### src/rtl/mcl_pkg.sv
// Shared types and constants of the mesh connected component labeler.
`timescale 1ns / 1ps
package mcl_pkg;

  // Default sizes of the vertex table and the triangle store.
  localparam int MaxVertices  = 1024;
  localparam int MaxTriangles = 2048;

  // Fixed widths of the item fields.
  localparam int VtxW    = 10;
  localparam int ActW    = 3;
  localparam int AnsW    = 11;
  localparam int CompW   = 10;
  localparam int StatW   = 2;
  localparam int TriW    = 3 * VtxW;
  localparam int InDataW = 40;
  localparam int OutDataW = 16;

  // Item actions.
  typedef enum logic [ActW-1:0] {
    ACT_CLEAR  = 3'd0,
    ACT_ADD    = 3'd1,
    ACT_REMOVE = 3'd2,
    ACT_RUN    = 3'd3,
    ACT_QUERY  = 3'd4
  } act_e;

  // Result status codes.
  localparam logic [StatW-1:0] STAT_OK    = 2'd0;
  localparam logic [StatW-1:0] STAT_FULL  = 2'd1;
  localparam logic [StatW-1:0] STAT_RANGE = 2'd2;

  // Sequencer states.
  typedef enum logic [4:0] {
    ST_IDLE,
    ST_CLR,
    ST_QRD,
    ST_PINIT,
    ST_TNEXT,
    ST_TWAIT,
    ST_RA,
    ST_RB,
    ST_RC,
    ST_FA0,
    ST_FA,
    ST_FB,
    ST_VSTART,
    ST_VRD,
    ST_VFIND,
    ST_VCOMP,
    ST_RUNEND,
    ST_DONE
  } state_e;

  // Field write enables of one vertex table word.
  typedef struct packed {
    logic removed;
    logic parent;
    logic comp;
  } vtx_we_t;

endpackage

### src/rtl/mcl_ctrl.sv
// Sequencer: item decode, union-find labeling run and output register.
`timescale 1ns / 1ps
module mcl_ctrl #(
  parameter int MaxVertices  = mcl_pkg::MaxVertices,
  parameter int MaxTriangles = mcl_pkg::MaxTriangles,
  parameter int VW           = 10,
  parameter int TW           = 11,
  parameter int VCW          = 11
) (
  input  logic                         clk_i,
  input  logic                         rst_ni,
  input  logic [VCW-1:0]               vcount_i,
  input  logic                         in_valid_i,
  output logic                         in_ready_o,
  input  logic [mcl_pkg::InDataW-1:0]  in_data_i,
  output logic                         out_valid_o,
  input  logic                         out_ready_i,
  output logic [mcl_pkg::OutDataW-1:0] out_data_o,
  output logic                         tri_we_o,
  output logic [TW-1:0]                tri_waddr_o,
  output logic [mcl_pkg::TriW-1:0]     tri_wdata_o,
  output logic                         tri_re_o,
  output logic [TW-1:0]                tri_raddr_o,
  input  logic [mcl_pkg::TriW-1:0]     tri_rdata_i,
  output logic                         vtx_en_o,
  output mcl_pkg::vtx_we_t             vtx_we_o,
  output logic [VW-1:0]                vtx_addr_o,
  output logic                         vtx_wremoved_o,
  output logic [VW-1:0]                vtx_wparent_o,
  output logic [mcl_pkg::CompW-1:0]    vtx_wcomp_o,
  input  logic                         vtx_rremoved_i,
  input  logic [VW-1:0]                vtx_rparent_i,
  input  logic [mcl_pkg::CompW-1:0]    vtx_rcomp_i
);

  localparam int FW   = $clog2(MaxTriangles + 1);
  localparam int CntW = $clog2(MaxVertices + 1);
  localparam logic [VW-1:0] LastVtx = VW'(MaxVertices - 1);
  localparam logic [FW-1:0] FullFill = FW'(MaxTriangles);

  mcl_pkg::state_e state_q, state_d;
  logic [mcl_pkg::VtxW-1:0]  a_q, a_d, b_q, b_d, c_q, c_d;
  logic [VW-1:0]             idx_q, idx_d, cur_q, cur_d, ra_q, ra_d, oth_q, oth_d;
  logic                      jp_q, jp_d, clr_reply_q, clr_reply_d;
  logic [FW-1:0]             t_q, t_d, fill_q, fill_d;
  logic [CntW-1:0]           cnt_q, cnt_d;
  logic [mcl_pkg::AnsW-1:0]  res_ans_q, res_ans_d;
  logic                      res_rm_q, res_rm_d;
  logic [mcl_pkg::StatW-1:0] res_st_q, res_st_d;
  logic                      out_valid_q, out_valid_d;
  logic [mcl_pkg::OutDataW-1:0] out_data_q, out_data_d;
  logic                      in_fire, out_load, v_adv;
  logic [mcl_pkg::VtxW-1:0]  in_a, in_b, in_c, tr_a, tr_b, tr_c;
  logic                      in_a_bad, in_tri_bad, tr_bad;

  // Field unpacking of the input beat and of a stored triangle.
  assign in_a = in_data_i[12:3];
  assign in_b = in_data_i[22:13];
  assign in_c = in_data_i[32:23];
  assign tr_a = tri_rdata_i[9:0];
  assign tr_b = tri_rdata_i[19:10];
  assign tr_c = tri_rdata_i[29:20];

  assign in_a_bad   = VCW'(in_a) >= vcount_i;
  assign in_tri_bad = in_a_bad || (VCW'(in_b) >= vcount_i) || (VCW'(in_c) >= vcount_i);
  assign tr_bad     = (VCW'(tr_a) >= vcount_i) || (VCW'(tr_b) >= vcount_i) ||
                      (VCW'(tr_c) >= vcount_i);

  assign in_ready_o = (state_q == mcl_pkg::ST_IDLE);
  assign in_fire    = in_valid_i && in_ready_o;

  // State and payload registers.
  always_ff @(posedge clk_i or negedge rst_ni) begin
    if (!rst_ni) begin
      state_q     <= mcl_pkg::ST_CLR;
      idx_q       <= '0;
      clr_reply_q <= 1'b0;
      fill_q      <= '0;
      out_valid_q <= 1'b0;
    end else begin
      state_q     <= state_d;
      idx_q       <= idx_d;
      clr_reply_q <= clr_reply_d;
      fill_q      <= fill_d;
      out_valid_q <= out_valid_d;
    end
  end

  always_ff @(posedge clk_i) begin
    a_q        <= a_d;
    b_q        <= b_d;
    c_q        <= c_d;
    cur_q      <= cur_d;
    ra_q       <= ra_d;
    oth_q      <= oth_d;
    jp_q       <= jp_d;
    t_q        <= t_d;
    cnt_q      <= cnt_d;
    res_ans_q  <= res_ans_d;
    res_rm_q   <= res_rm_d;
    res_st_q   <= res_st_d;
    out_data_q <= out_data_d;
  end

  // Next state, memory accesses and results.
  always_comb begin
    state_d     = state_q;
    a_d         = a_q;
    b_d         = b_q;
    c_d         = c_q;
    idx_d       = idx_q;
    cur_d       = cur_q;
    ra_d        = ra_q;
    oth_d       = oth_q;
    jp_d        = jp_q;
    clr_reply_d = clr_reply_q;
    t_d         = t_q;
    fill_d      = fill_q;
    cnt_d       = cnt_q;
    res_ans_d   = res_ans_q;
    res_rm_d    = res_rm_q;
    res_st_d    = res_st_q;
    out_load    = 1'b0;
    v_adv       = 1'b0;

    tri_we_o       = 1'b0;
    tri_waddr_o    = TW'(fill_q);
    tri_wdata_o    = {in_c, in_b, in_a};
    tri_re_o       = 1'b0;
    tri_raddr_o    = TW'(t_q);
    vtx_en_o       = 1'b0;
    vtx_we_o       = '0;
    vtx_addr_o     = idx_q;
    vtx_wremoved_o = 1'b0;
    vtx_wparent_o  = idx_q;
    vtx_wcomp_o    = '0;

    unique case (state_q)
      mcl_pkg::ST_IDLE: begin
        if (in_fire) begin
          a_d       = in_a;
          b_d       = in_b;
          c_d       = in_c;
          res_ans_d = '0;
          res_rm_d  = 1'b0;
          res_st_d  = mcl_pkg::STAT_OK;
          state_d   = mcl_pkg::ST_DONE;
          unique case (mcl_pkg::act_e'(in_data_i[2:0]))
            mcl_pkg::ACT_CLEAR: begin
              fill_d      = '0;
              idx_d       = '0;
              clr_reply_d = 1'b1;
              state_d     = mcl_pkg::ST_CLR;
            end
            mcl_pkg::ACT_ADD: begin
              if (in_tri_bad) begin
                res_st_d = mcl_pkg::STAT_RANGE;
              end else if (fill_q == FullFill) begin
                res_st_d = mcl_pkg::STAT_FULL;
              end else begin
                tri_we_o = 1'b1;
                fill_d   = fill_q + 1'b1;
              end
            end
            mcl_pkg::ACT_REMOVE: begin
              if (in_a_bad) begin
                res_st_d = mcl_pkg::STAT_RANGE;
              end else begin
                vtx_en_o         = 1'b1;
                vtx_we_o.removed = 1'b1;
                vtx_addr_o       = VW'(in_a);
                vtx_wremoved_o   = 1'b1;
              end
            end
            mcl_pkg::ACT_RUN: begin
              idx_d   = '0;
              state_d = mcl_pkg::ST_PINIT;
            end
            mcl_pkg::ACT_QUERY: begin
              if (in_a_bad) begin
                res_st_d = mcl_pkg::STAT_RANGE;
              end else begin
                vtx_en_o   = 1'b1;
                vtx_addr_o = VW'(in_a);
                state_d    = mcl_pkg::ST_QRD;
              end
            end
            default: begin
              state_d = mcl_pkg::ST_DONE;
            end
          endcase
        end
      end

      // Sweep that clears every removed flag.
      mcl_pkg::ST_CLR: begin
        vtx_en_o         = 1'b1;
        vtx_we_o.removed = 1'b1;
        if (idx_q == LastVtx) begin
          state_d     = clr_reply_q ? mcl_pkg::ST_DONE : mcl_pkg::ST_IDLE;
          clr_reply_d = 1'b0;
        end else begin
          idx_d = idx_q + 1'b1;
        end
      end

      mcl_pkg::ST_QRD: begin
        if (vtx_rremoved_i) begin
          res_rm_d = 1'b1;
        end else begin
          res_ans_d = mcl_pkg::AnsW'(vtx_rcomp_i);
        end
        state_d = mcl_pkg::ST_DONE;
      end

      // Every vertex starts as its own root.
      mcl_pkg::ST_PINIT: begin
        vtx_en_o        = 1'b1;
        vtx_we_o.parent = 1'b1;
        if (idx_q == LastVtx) begin
          t_d     = '0;
          state_d = mcl_pkg::ST_TNEXT;
        end else begin
          idx_d = idx_q + 1'b1;
        end
      end

      mcl_pkg::ST_TNEXT: begin
        if (t_q == fill_q) begin
          idx_d   = '0;
          cnt_d   = '0;
          state_d = mcl_pkg::ST_VSTART;
        end else begin
          tri_re_o = 1'b1;
          state_d  = mcl_pkg::ST_TWAIT;
        end
      end

      // Triangle word arrives; stale corners skip it.
      mcl_pkg::ST_TWAIT: begin
        a_d = tr_a;
        b_d = tr_b;
        c_d = tr_c;
        if (tr_bad) begin
          t_d     = t_q + 1'b1;
          state_d = mcl_pkg::ST_TNEXT;
        end else begin
          vtx_en_o   = 1'b1;
          vtx_addr_o = VW'(tr_a);
          state_d    = mcl_pkg::ST_RA;
        end
      end

      mcl_pkg::ST_RA: begin
        if (vtx_rremoved_i) begin
          t_d     = t_q + 1'b1;
          state_d = mcl_pkg::ST_TNEXT;
        end else begin
          vtx_en_o   = 1'b1;
          vtx_addr_o = VW'(b_q);
          state_d    = mcl_pkg::ST_RB;
        end
      end

      mcl_pkg::ST_RB: begin
        if (vtx_rremoved_i) begin
          t_d     = t_q + 1'b1;
          state_d = mcl_pkg::ST_TNEXT;
        end else begin
          vtx_en_o   = 1'b1;
          vtx_addr_o = VW'(c_q);
          state_d    = mcl_pkg::ST_RC;
        end
      end

      mcl_pkg::ST_RC: begin
        if (vtx_rremoved_i) begin
          t_d     = t_q + 1'b1;
          state_d = mcl_pkg::ST_TNEXT;
        end else begin
          jp_d    = 1'b0;
          oth_d   = VW'(b_q);
          state_d = mcl_pkg::ST_FA0;
        end
      end

      mcl_pkg::ST_FA0: begin
        vtx_en_o   = 1'b1;
        vtx_addr_o = VW'(a_q);
        cur_d      = VW'(a_q);
        state_d    = mcl_pkg::ST_FA;
      end

      // Walk parent links up to the root of the first corner.
      mcl_pkg::ST_FA: begin
        vtx_en_o = 1'b1;
        if (vtx_rparent_i == cur_q) begin
          ra_d       = cur_q;
          cur_d      = oth_q;
          vtx_addr_o = oth_q;
          state_d    = mcl_pkg::ST_FB;
        end else begin
          cur_d      = vtx_rparent_i;
          vtx_addr_o = vtx_rparent_i;
        end
      end

      // Root of the other corner; the larger root links to the smaller.
      mcl_pkg::ST_FB: begin
        if (vtx_rparent_i == cur_q) begin
          if (ra_q < cur_q) begin
            vtx_en_o        = 1'b1;
            vtx_we_o.parent = 1'b1;
            vtx_addr_o      = cur_q;
            vtx_wparent_o   = ra_q;
          end else if (cur_q < ra_q) begin
            vtx_en_o        = 1'b1;
            vtx_we_o.parent = 1'b1;
            vtx_addr_o      = ra_q;
            vtx_wparent_o   = cur_q;
          end
          if (!jp_q) begin
            jp_d    = 1'b1;
            oth_d   = VW'(c_q);
            state_d = mcl_pkg::ST_FA0;
          end else begin
            t_d     = t_q + 1'b1;
            state_d = mcl_pkg::ST_TNEXT;
          end
        end else begin
          vtx_en_o   = 1'b1;
          cur_d      = vtx_rparent_i;
          vtx_addr_o = vtx_rparent_i;
        end
      end

      // Numbering pass over all vertex entries.
      mcl_pkg::ST_VSTART: begin
        vtx_en_o = 1'b1;
        if (VCW'(idx_q) >= vcount_i) begin
          vtx_we_o.comp = 1'b1;
          v_adv         = 1'b1;
        end else begin
          state_d = mcl_pkg::ST_VRD;
        end
      end

      mcl_pkg::ST_VRD: begin
        vtx_en_o = 1'b1;
        if (vtx_rremoved_i) begin
          vtx_we_o.comp = 1'b1;
          v_adv         = 1'b1;
        end else if (vtx_rparent_i == idx_q) begin
          vtx_we_o.comp = 1'b1;
          vtx_wcomp_o   = mcl_pkg::CompW'(cnt_q);
          cnt_d         = cnt_q + 1'b1;
          v_adv         = 1'b1;
        end else begin
          cur_d      = vtx_rparent_i;
          vtx_addr_o = vtx_rparent_i;
          state_d    = mcl_pkg::ST_VFIND;
        end
      end

      mcl_pkg::ST_VFIND: begin
        vtx_en_o = 1'b1;
        if (vtx_rparent_i == cur_q) begin
          vtx_addr_o = cur_q;
          state_d    = mcl_pkg::ST_VCOMP;
        end else begin
          cur_d      = vtx_rparent_i;
          vtx_addr_o = vtx_rparent_i;
        end
      end

      // Copy the number already given to the root.
      mcl_pkg::ST_VCOMP: begin
        vtx_en_o      = 1'b1;
        vtx_we_o.comp = 1'b1;
        vtx_wcomp_o   = vtx_rcomp_i;
        v_adv         = 1'b1;
      end

      mcl_pkg::ST_RUNEND: begin
        res_ans_d = mcl_pkg::AnsW'(cnt_q);
        state_d   = mcl_pkg::ST_DONE;
      end

      mcl_pkg::ST_DONE: begin
        if (!out_valid_q || out_ready_i) begin
          out_load = 1'b1;
          state_d  = mcl_pkg::ST_IDLE;
        end
      end

      default: begin
        state_d = mcl_pkg::ST_IDLE;
      end
    endcase

    // Step to the next vertex of the numbering pass.
    if (v_adv) begin
      if (idx_q == LastVtx) begin
        state_d = mcl_pkg::ST_RUNEND;
      end else begin
        idx_d   = idx_q + 1'b1;
        state_d = mcl_pkg::ST_VSTART;
      end
    end
  end

  // Output register: holds one result beat until it is taken.
  always_comb begin
    out_valid_d = out_valid_q;
    out_data_d  = out_data_q;
    if (out_load) begin
      out_valid_d = 1'b1;
      out_data_d  = {2'b00, res_st_q, res_rm_q, res_ans_q};
    end else if (out_ready_i) begin
      out_valid_d = 1'b0;
    end
  end

  assign out_valid_o = out_valid_q;
  assign out_data_o  = out_data_q;

  // Checks on the sequencer.
  a_fill_bound: assert property (@(posedge clk_i) disable iff (!rst_ni)
    fill_q <= FullFill)
    else $error("triangle fill count beyond capacity");

  a_link_down: assert property (@(posedge clk_i) disable iff (!rst_ni)
    (state_q == mcl_pkg::ST_FB && vtx_we_o.parent) |-> (vtx_wparent_o < vtx_addr_o))
    else $error("root linked to a larger root");

  a_done_exit: assert property (@(posedge clk_i) disable iff (!rst_ni)
    (state_q == mcl_pkg::ST_DONE && (!out_valid_q || out_ready_i)) |=>
    (state_q == mcl_pkg::ST_IDLE && out_valid_q))
    else $error("result not handed to the output register");

  a_count_bound: assert property (@(posedge clk_i) disable iff (!rst_ni)
    (state_q == mcl_pkg::ST_RUNEND) |-> (cnt_q <= CntW'(MaxVertices)))
    else $error("component count beyond vertex capacity");

  a_no_accept_busy: assert property (@(posedge clk_i) disable iff (!rst_ni)
    (state_q == mcl_pkg::ST_CLR) |-> !in_ready_o)
    else $error("item accepted during clearing sweep");

endmodule

### config.mk
export PLATFORM = sky130hd
export DESIGN_NAME = mcl_ctrl
export DESIGN_NICKNAME = d
export VERILOG_FILES = /design/src/rtl/mcl_pkg.sv /design/src/rtl/mcl_ctrl.sv
export SDC_FILE = /design/constraint.sdc
export NUM_CORES = 1
export LEC_CHECK = 0
export ABC_AREA = 1
export BUFFER_PORTS_ARGS = -buffer_cell sky130_fd_sc_hd__buf_2
export CORE_AREA = 2 2 168 170
export DETAILED_ROUTE_END_ITERATION = 12
export DIE_AREA = 0 0 170 172
export PLACE_DENSITY = 0.73
export SYNTH_ARGS = -nofsm -noshare
export SYNTH_HDL_FRONTEND = slang
export SYNTH_SLANG_ARGS = --single-unit
### constraint.sdc
create_clock -name clk_i -period 2.88 [get_ports clk_i]
set_input_delay 0.576 -clock clk_i [delete_from_list [all_inputs] [get_ports clk_i]]
set_output_delay 0.576 -clock clk_i [all_outputs]
set_load 0.01 [all_outputs]
==> flow_summary_export.csv, run 1 <==
group,metric,value,unit
status,status,"finished with violations",
status,violations,"negative setup slack",
sta,max_freq,302,MHz
routing,avgViaCountPerCell,5.48,
yosys,async_flop_share,0.206,
global_routing,grt_pass1_vias,12016,
floorplan,pin_count,213,
clock_tree,cts_tree,"done",
layout,final_util,0.586,
routing,drt_wl_total,41400,um
setup_path,critPathKind,"register to primary output",
sta,hold_violations,0,
global_routing,grt_util_all_layers,0.272,
yosys,synth_edf_count,112,
yosys,ys_types,54,
clock_tree,numCtsBuffers,17,
floorplan,rows,61,
power_and_ir_drop,p_leak,7.94,nW
floorplan,die_area,0.0292,mm2
floorplan,die_w,170,um
sta,fin_crit,3.32,ns
layout,final_layout_size_suffix_gt1_frac,0.316,
power_and_ir_drop,power_density,529,mW/mm2
yosys,netlist_area,0.0121,mm2
yosys,yosysWarnings,0,
power_and_ir_drop,total_power,8.51,mW
layout,num-fill-cells,2490,
routing,drc_errors,0,
clock_tree,clk_pin_slew,0.07,ns
sta,slew_headroom,0.517,
yosys,avgSynthCellArea,7.03,um2
yosys,ys_seq_elements,141,
yosys,yosysTopAreaCell,"edfxtp_1",
layout,num_antenna_cells,0,
yosys,netlist_instances,1722,
floorplan,die_y,172,um
setup_path,critPathCaptureType,"primary output",
global_routing,grt_first_pass_wirelength,61700,um
placed_design,place_congestion,0.959,
clock_tree,cts_buffer_depth,2,
routing,drt_pass1_iterations,6,
placed_design,io_buffers,203,
yosys,synth_flop_cell,"edfxtp_1",
sta,setup_violations,23,
global_routing,grt_max_degree,46,
routing,drt_iter0_drc,1209,
floorplan,initial_core_util,0.441,
yosys,yosysSeqAreaShare,0.338,
yosys,yosys.area.top_type_share,0.278,
routing,drtAntennaViolNets,0,
sta,worst_pin_slew,0.725,ns
setup_path,required,2.30,ns
layout,areaGrowthSynthToFinish,33.0,%
clock_tree,clkLatencyLatePin,0.43,ns
global_routing,antenna_found_initial,1,
clock_tree,cts-htree-levels,4,
routing,num_vias,13114,
layout,finalNetCount,2223,
hold_path,hold_class,"primary input to asynchronous set/reset pin",
setup_path,critPathArrivalTime,2.74,ns
sta,fin_crit_sh,1.15,
routing,wl_per_cell,17.3,um
setup_path,critPathLaunchType,"register",
yosys,synth_area_leaders,"edfxtp_1 28%, nand2_1 16%, ha_1 8.8%",
sta,worst_clock_skew,0.0131,ns
global_routing,gr-total-overflow,0,
sta,layout_setup_ws,-0.436,ns
sta,rsz0062_at_grt,"yes",
clock_tree,cts_root_buf,"clkbuf_16",
floorplan,core-area,0.0275,mm2
placed_design,dp_hpwl,31600,um
job,maxCapViolCount,0,
sta,whs,0.194,ns
sta,slew_violations,0,
power_and_ir_drop,ir_drop,312,uV
clock_tree,cts.sinks,141,
setup_path,path_max_fanout,5,
power breakdown:
group          total, mW  switching, mW  leakage (nW)  internal [mW]
Sequential          3.03          0.301          1.41           2.73
Clock               2.02          0.905         0.252           1.12
Combinational       3.46           2.12          6.28           1.33
layout make-up:
| cell class | count | area (um2) | area share |
|---|---|---|---|
| flip-flops and latches | 141 | 4100 | 0.255 |
| repair buffers | 405 | 2830 | 0.175 |
| well taps | 346 | 433 | 0.0269 |
| multi-input cells | 1264 | 7420 | 0.461 |
| inverters | 203 | 792 | 0.0492 |
| clock buffers | 18 | 439 | 0.0273 |
| clock inverters | 14 | 96.3 | 0.00598 |
Yosys cell counts, types with 2 or more instances:
master / number
a22oi_1: 5
o21bai_1: 2
buf_1: 2
buf_2: 28
o21ai_1: 15
o2111ai_1: 2
inv_1: 184
nand4_1: 52
o21ai_0: 102
buf_6: 3
nor3b_1: 7
clkinv_1: 3
nor2_4: 4
nand3b_1: 4
nand2_2: 5
or2_2: 2
nand3_1: 155
ha_1: 85
clkbuf_1: 19
nand2_1: 527
edfxtp_1: 112
o22ai_1: 28
buf_4: 64
inv_2: 15
xnor2_1: 10
nor2_2: 8
xor2_1: 6
nand3_2: 3
nor4_1: 6
nand2_4: 3
nor2_1: 128
o31ai_1: 2
dfrtp_1: 28
a21oi_1: 46
o21a_1: 3
nor3_1: 34
a31oi_1: 3
worst max-delay path: stages (launching register included):
cell      delay [ns]
edfxtp_1        0.46
ha_4            0.32
nand2_4         0.05
nor2_4          0.16
nand4_1         0.23
buf_4           0.21
inv_2           0.05
nand2_4         0.06
buf_6           0.14
nor2_1          0.08
o21ai_1         0.07
buf_4           0.16
nand2_4         0.07
nor2_4          0.04
nand3_2         0.09
buf_6           0.11
path summary, 6_finish.rpt:
check	cells after the start	start	slack (ns)	endpoint
min in group clk_i	0	res_ans_q[9]	0.42	out_data_o[9]
worst max-delay path	15	cur_q[7]	-0.44	vtx_addr_o[0]
max in group asynchronous	1	rst_ni	2.17	idx_q[1]
worst max register to register	7	state_q[4]	0.46	a_q[2]
worst min register to register	0	res_ans_q[9]	0.42	out_data_o[9]
worst min-delay path	1	rst_ni	0.19	fill_q[2]
timing repair:
action,in CTS,in global routing
gates cloned,2,2
pin swaps,46,54
hold buffers,0,0
gates resized for setup,164,111
buffers inserted,16,38
endpoints found under the setup margin,36,36
routing by layer:
metal	part of all wire	wire, um	global-route usage
met1	0.41	17100	0.360
met2	0.47	19600	0.448
met3	0.078	3230	0.0396
met4	0.034	1420	0.114
met5	0	0	0
stage by stage:
step	worst slack [ns]	setup TNS [ns]	area, um2	cells
CTS	-0.349	-3.59	15400	2356
global placement	-0.388	-6.58	14100	2311
detailed placement	-0.377	-6.69	14100	2311
finish	-0.436	-6.30	16100	2391
floorplan	0.271	0	12100	1723
global route	-0.568	-8.63	16100	2391
flip-flops by register name (all words and copies together) (netlist names):
| register | flops |
|---|---|
| a_q | 10 |
| b_q | 10 |
| c_q | 10 |
| clr_reply_q | 1 |
| cnt_q | 11 |
| cur_q | 10 |
| fill_q | 12 |
| idx_q | 10 |
| jp_q | 1 |
| oth_q | 10 |
| out_data_o | 14 |
| out_valid_o | 1 |
| ra_q | 10 |
| res_ans_q | 11 |
| res_rm_q | 1 |
| res_st_q | 2 |
| state_q | 5 |
| t_q | 12 |
layout by cell type, fill, tap and decap left out, types with 10 or more instances in the layout:
| master | instances |
|---|---|
| nand3_2 | 17 |
| o21ai_1 | 28 |
| nand2_1 | 500 |
| buf_12 | 11 |
| o22ai_1 | 21 |
| nor2_2 | 20 |
| nor2_4 | 16 |
| nand2_2 | 24 |
| ha_1 | 60 |
| nand4_1 | 52 |
| clkbuf_16 | 17 |
| buf_4 | 163 |
| nor2_1 | 105 |
| o21ai_0 | 79 |
| ha_4 | 25 |
| inv_1 | 159 |
| inv_2 | 31 |
| nand3_1 | 135 |
| a21oi_1 | 39 |
| dfrtp_1 | 19 |
| edfxtp_1 | 112 |
| buf_2 | 196 |
| nor3_1 | 29 |
| xnor2_1 | 10 |
| buf_6 | 33 |
cells by family (layout without fill, tap and decap cells):
| group | Yosys count | count (layout) | synth area share |
|---|---|---|---|
| DFF | 141 | 141 | 0.338 |
| xor gates and xnor gates | 16 | 16 | 0.0116 |
| adders and majority gates | 85 | 85 | 0.0878 |
| other | 1 | 2 | 0.000310 |
| buffers and inverters | 319 | 640 | 0.124 |
| AOI/OAI and AO/OA | 214 | 214 | 0.0964 |
| and+or+nand+nor | 946 | 947 | 0.342 |
(Power assumes the default switching activity.)
==> run 2: changes to the inputs <==
--- a/config.mk
+++ b/config.mk
@@ -7,10 +7,10 @@
 export LEC_CHECK = 0
 export ABC_AREA = 1
 export BUFFER_PORTS_ARGS = -buffer_cell sky130_fd_sc_hd__buf_2
-export CORE_AREA = 2 2 168 170
+export CORE_AREA = 2 2 119 237
 export DETAILED_ROUTE_END_ITERATION = 12
-export DIE_AREA = 0 0 170 172
-export PLACE_DENSITY = 0.73
+export DIE_AREA = 0 0 121 239
+export PLACE_DENSITY = 0.74
 export SYNTH_ARGS = -nofsm -noshare
 export SYNTH_HDL_FRONTEND = slang
 export SYNTH_SLANG_ARGS = --single-unit
==> flow_summary_export.csv, run 2 (synthesized netlist as in run 1, its figures left out) <==
group,metric,value,unit
sta,worst_pin_slew,0.734,ns
setup_path,critPathLaunchType,"register",
floorplan,initial_core_util,0.445,
layout,finalNetCount,2215,
setup_path,crit_slowest_cell,"edfxtp_1",
clock_tree,clk_pin_slew,0.06,ns
sta,max_freq,310,MHz
setup_path,crit_chain,"ha_1 > inv_1 > o21bai_1 > nand3_1 > nand3_4 > inv_2 > nand2_1 > nand2_2 > o21ai_2 > buf_6 > nand2_2 > nor2_2 > nand3_2 > buf_6",
status,status,"finished with violations",
layout,layout_common_cells,"494 x nand2_1, 193 x buf_2, 165 x inv_1, 157 x buf_4, 126 x nand3_1",
floorplan,die_w,121,um
setup_path,critPathKind,"register to primary output",
clock_tree,cts.sinks,141,
routing,drtAntennaViolNets,0,
setup_path,cp_slowest_stage_delay,0.47,ns
placed_design,place_congestion,0.964,
routing,drt_pass1_iterations,5,
routing,avgViaCountPerCell,5.43,
global_routing,grt_max_degree,31,
routing,drt_iter0_drc,1310,
job,maxCapViolCount,0,
sta,whs,0.179,ns
global_routing,grt_pass1_vias,11942,
floorplan,die_y,239,um
setup_path,critPathArrivalTime,2.65,ns
sta,fin_crit,3.23,ns
power_and_ir_drop,ir_drop,485,uV
placed_design,dp_hpwl,31000,um
global_routing,grt_util_all_layers,0.276,
layout,num_antenna_cells,0,
layout,final_util,0.598,
sta,worst_clock_skew,0.00850,ns
setup_path,required,2.30,ns
sta,slew_headroom,0.510,
global_routing,antenna_found_initial,0,
sta,finalSetupTns,-6.42,ns
power_and_ir_drop,power_density,546,mW/mm2
layout,final_common_cell,"nand2_1",
clock_tree,cts_root_buf,"clkbuf_16",
power_and_ir_drop,total_power,8.90,mW
floorplan,die_area,0.0289,mm2
floorplan,rows,86,
sta,hold_violations,0,
sta,layout_setup_ws,-0.348,ns
sta,fin_crit_sh,1.12,
sta,rsz0062_at_grt,"yes",
routing,drt_wl_total,41300,um
routing,drc_errors,0,
global_routing,grt_first_pass_wirelength,62000,um
global_routing,gr-total-overflow,0,
setup_path,crit_family,"simple AND/OR/NAND/NOR gates",
clock_tree,cts_buffer_depth,2,
setup_path,critPathCaptureType,"primary output",
clock_tree,cts_tree,"done",
clock_tree,cts_hold_buf,0,
routing,wl_per_cell,17.3,um
clock_tree,numCtsBuffers,17,
setup_path,cp_num_buf_inv,4,
layout,areaGrowthSynthToFinish,34.5,%
layout,final_layout_size_suffix_gt1_frac,0.321,
floorplan,core-area,0.0272,mm2
hold_path,hold_class,"primary input to asynchronous set/reset pin",
placed_design,io_buffers,203,
sta,setup_violations,22,
clock_tree,clkLatencyLatePin,0.45,ns
clock_tree,cts-htree-levels,4,
routing,num_vias,12969,
sta,slew_violations,0,
power_and_ir_drop,p_leak,7.97,nW
status,violations,"negative setup slack",
setup_path,path_max_fanout,12,
floorplan,pin_count,213,
layout,largest_register_ffs,14,
[run 2: what timing repair did]
item / in CTS / in global routing
setup endpoints to repair: 34 / 34
buffers inserted: 13 / 25
gates cloned: 3 / 3
resized for setup: 139 / 139
pin swaps: 64 / 81
[run 2: path summary, 6_finish.rpt]
| check | startpoint | slack [ns] | to | cells after the start |
|---|---|---|---|---|
| worst max-delay path | cur_q[1] | -0.35 | vtx_addr_o[3] | 14 |
| worst min-delay path | rst_ni | 0.18 | idx_q[2] | 1 |
| worst max register to register | cur_q[7] | 0.27 | t_q[11] | 15 |
| worst min register to register | res_ans_q[0] | 0.41 | out_data_o[0] | 0 |
| max in group asynchronous | rst_ni | 2.19 | idx_q[5] | 1 |
| min in group clk_i | res_ans_q[0] | 0.41 | out_data_o[0] | 0 |
[run 2: routing by layer]
layer  vias to the layer above  share of wire  track usage
met1                      5854           0.38        0.341
li1                       6303              -            -
met2                       678           0.48        0.458
met4                         0          0.056        0.156
met3                       134          0.079       0.0384
met5                         -              0            0
[run 2: metrics by stage]
stage	cells	worst slack, ns	cell area, um2
3_3_place_gp	2321	-0.373	14100
4_1_cts	2366	-0.313	15500
3_5_place_dp	2321	-0.399	14100
5_1_grt	2389	-0.460	16300
2_1_floorplan	1723	0.271	12100
6_report	2389	-0.348	16300
[run 2: power by group]
| part | leakage, nW | internal, mW | switching, mW |
|---|---|---|---|
| logic | 6.25 | 1.36 | 2.23 |
| registers | 1.42 | 2.73 | 0.255 |
| clock network | 0.300 | 1.38 | 0.944 |
| total | 7.97 | 5.47 | 3.43 |
[run 2: final cells by class]
| cell class | count | area, um2 |
|---|---|---|
| Multi-Input combinational cell | 1265 | 7570 |
| Inverter | 203 | 793 |
| Clock buffer | 18 | 429 |
| Sequential cell | 141 | 4100 |
| Fill cell | 2409 | 10900 |
| Clock inverter | 14 | 183 |
| Tap cell | 352 | 440 |
| Timing Repair Buffer | 396 | 2780 |
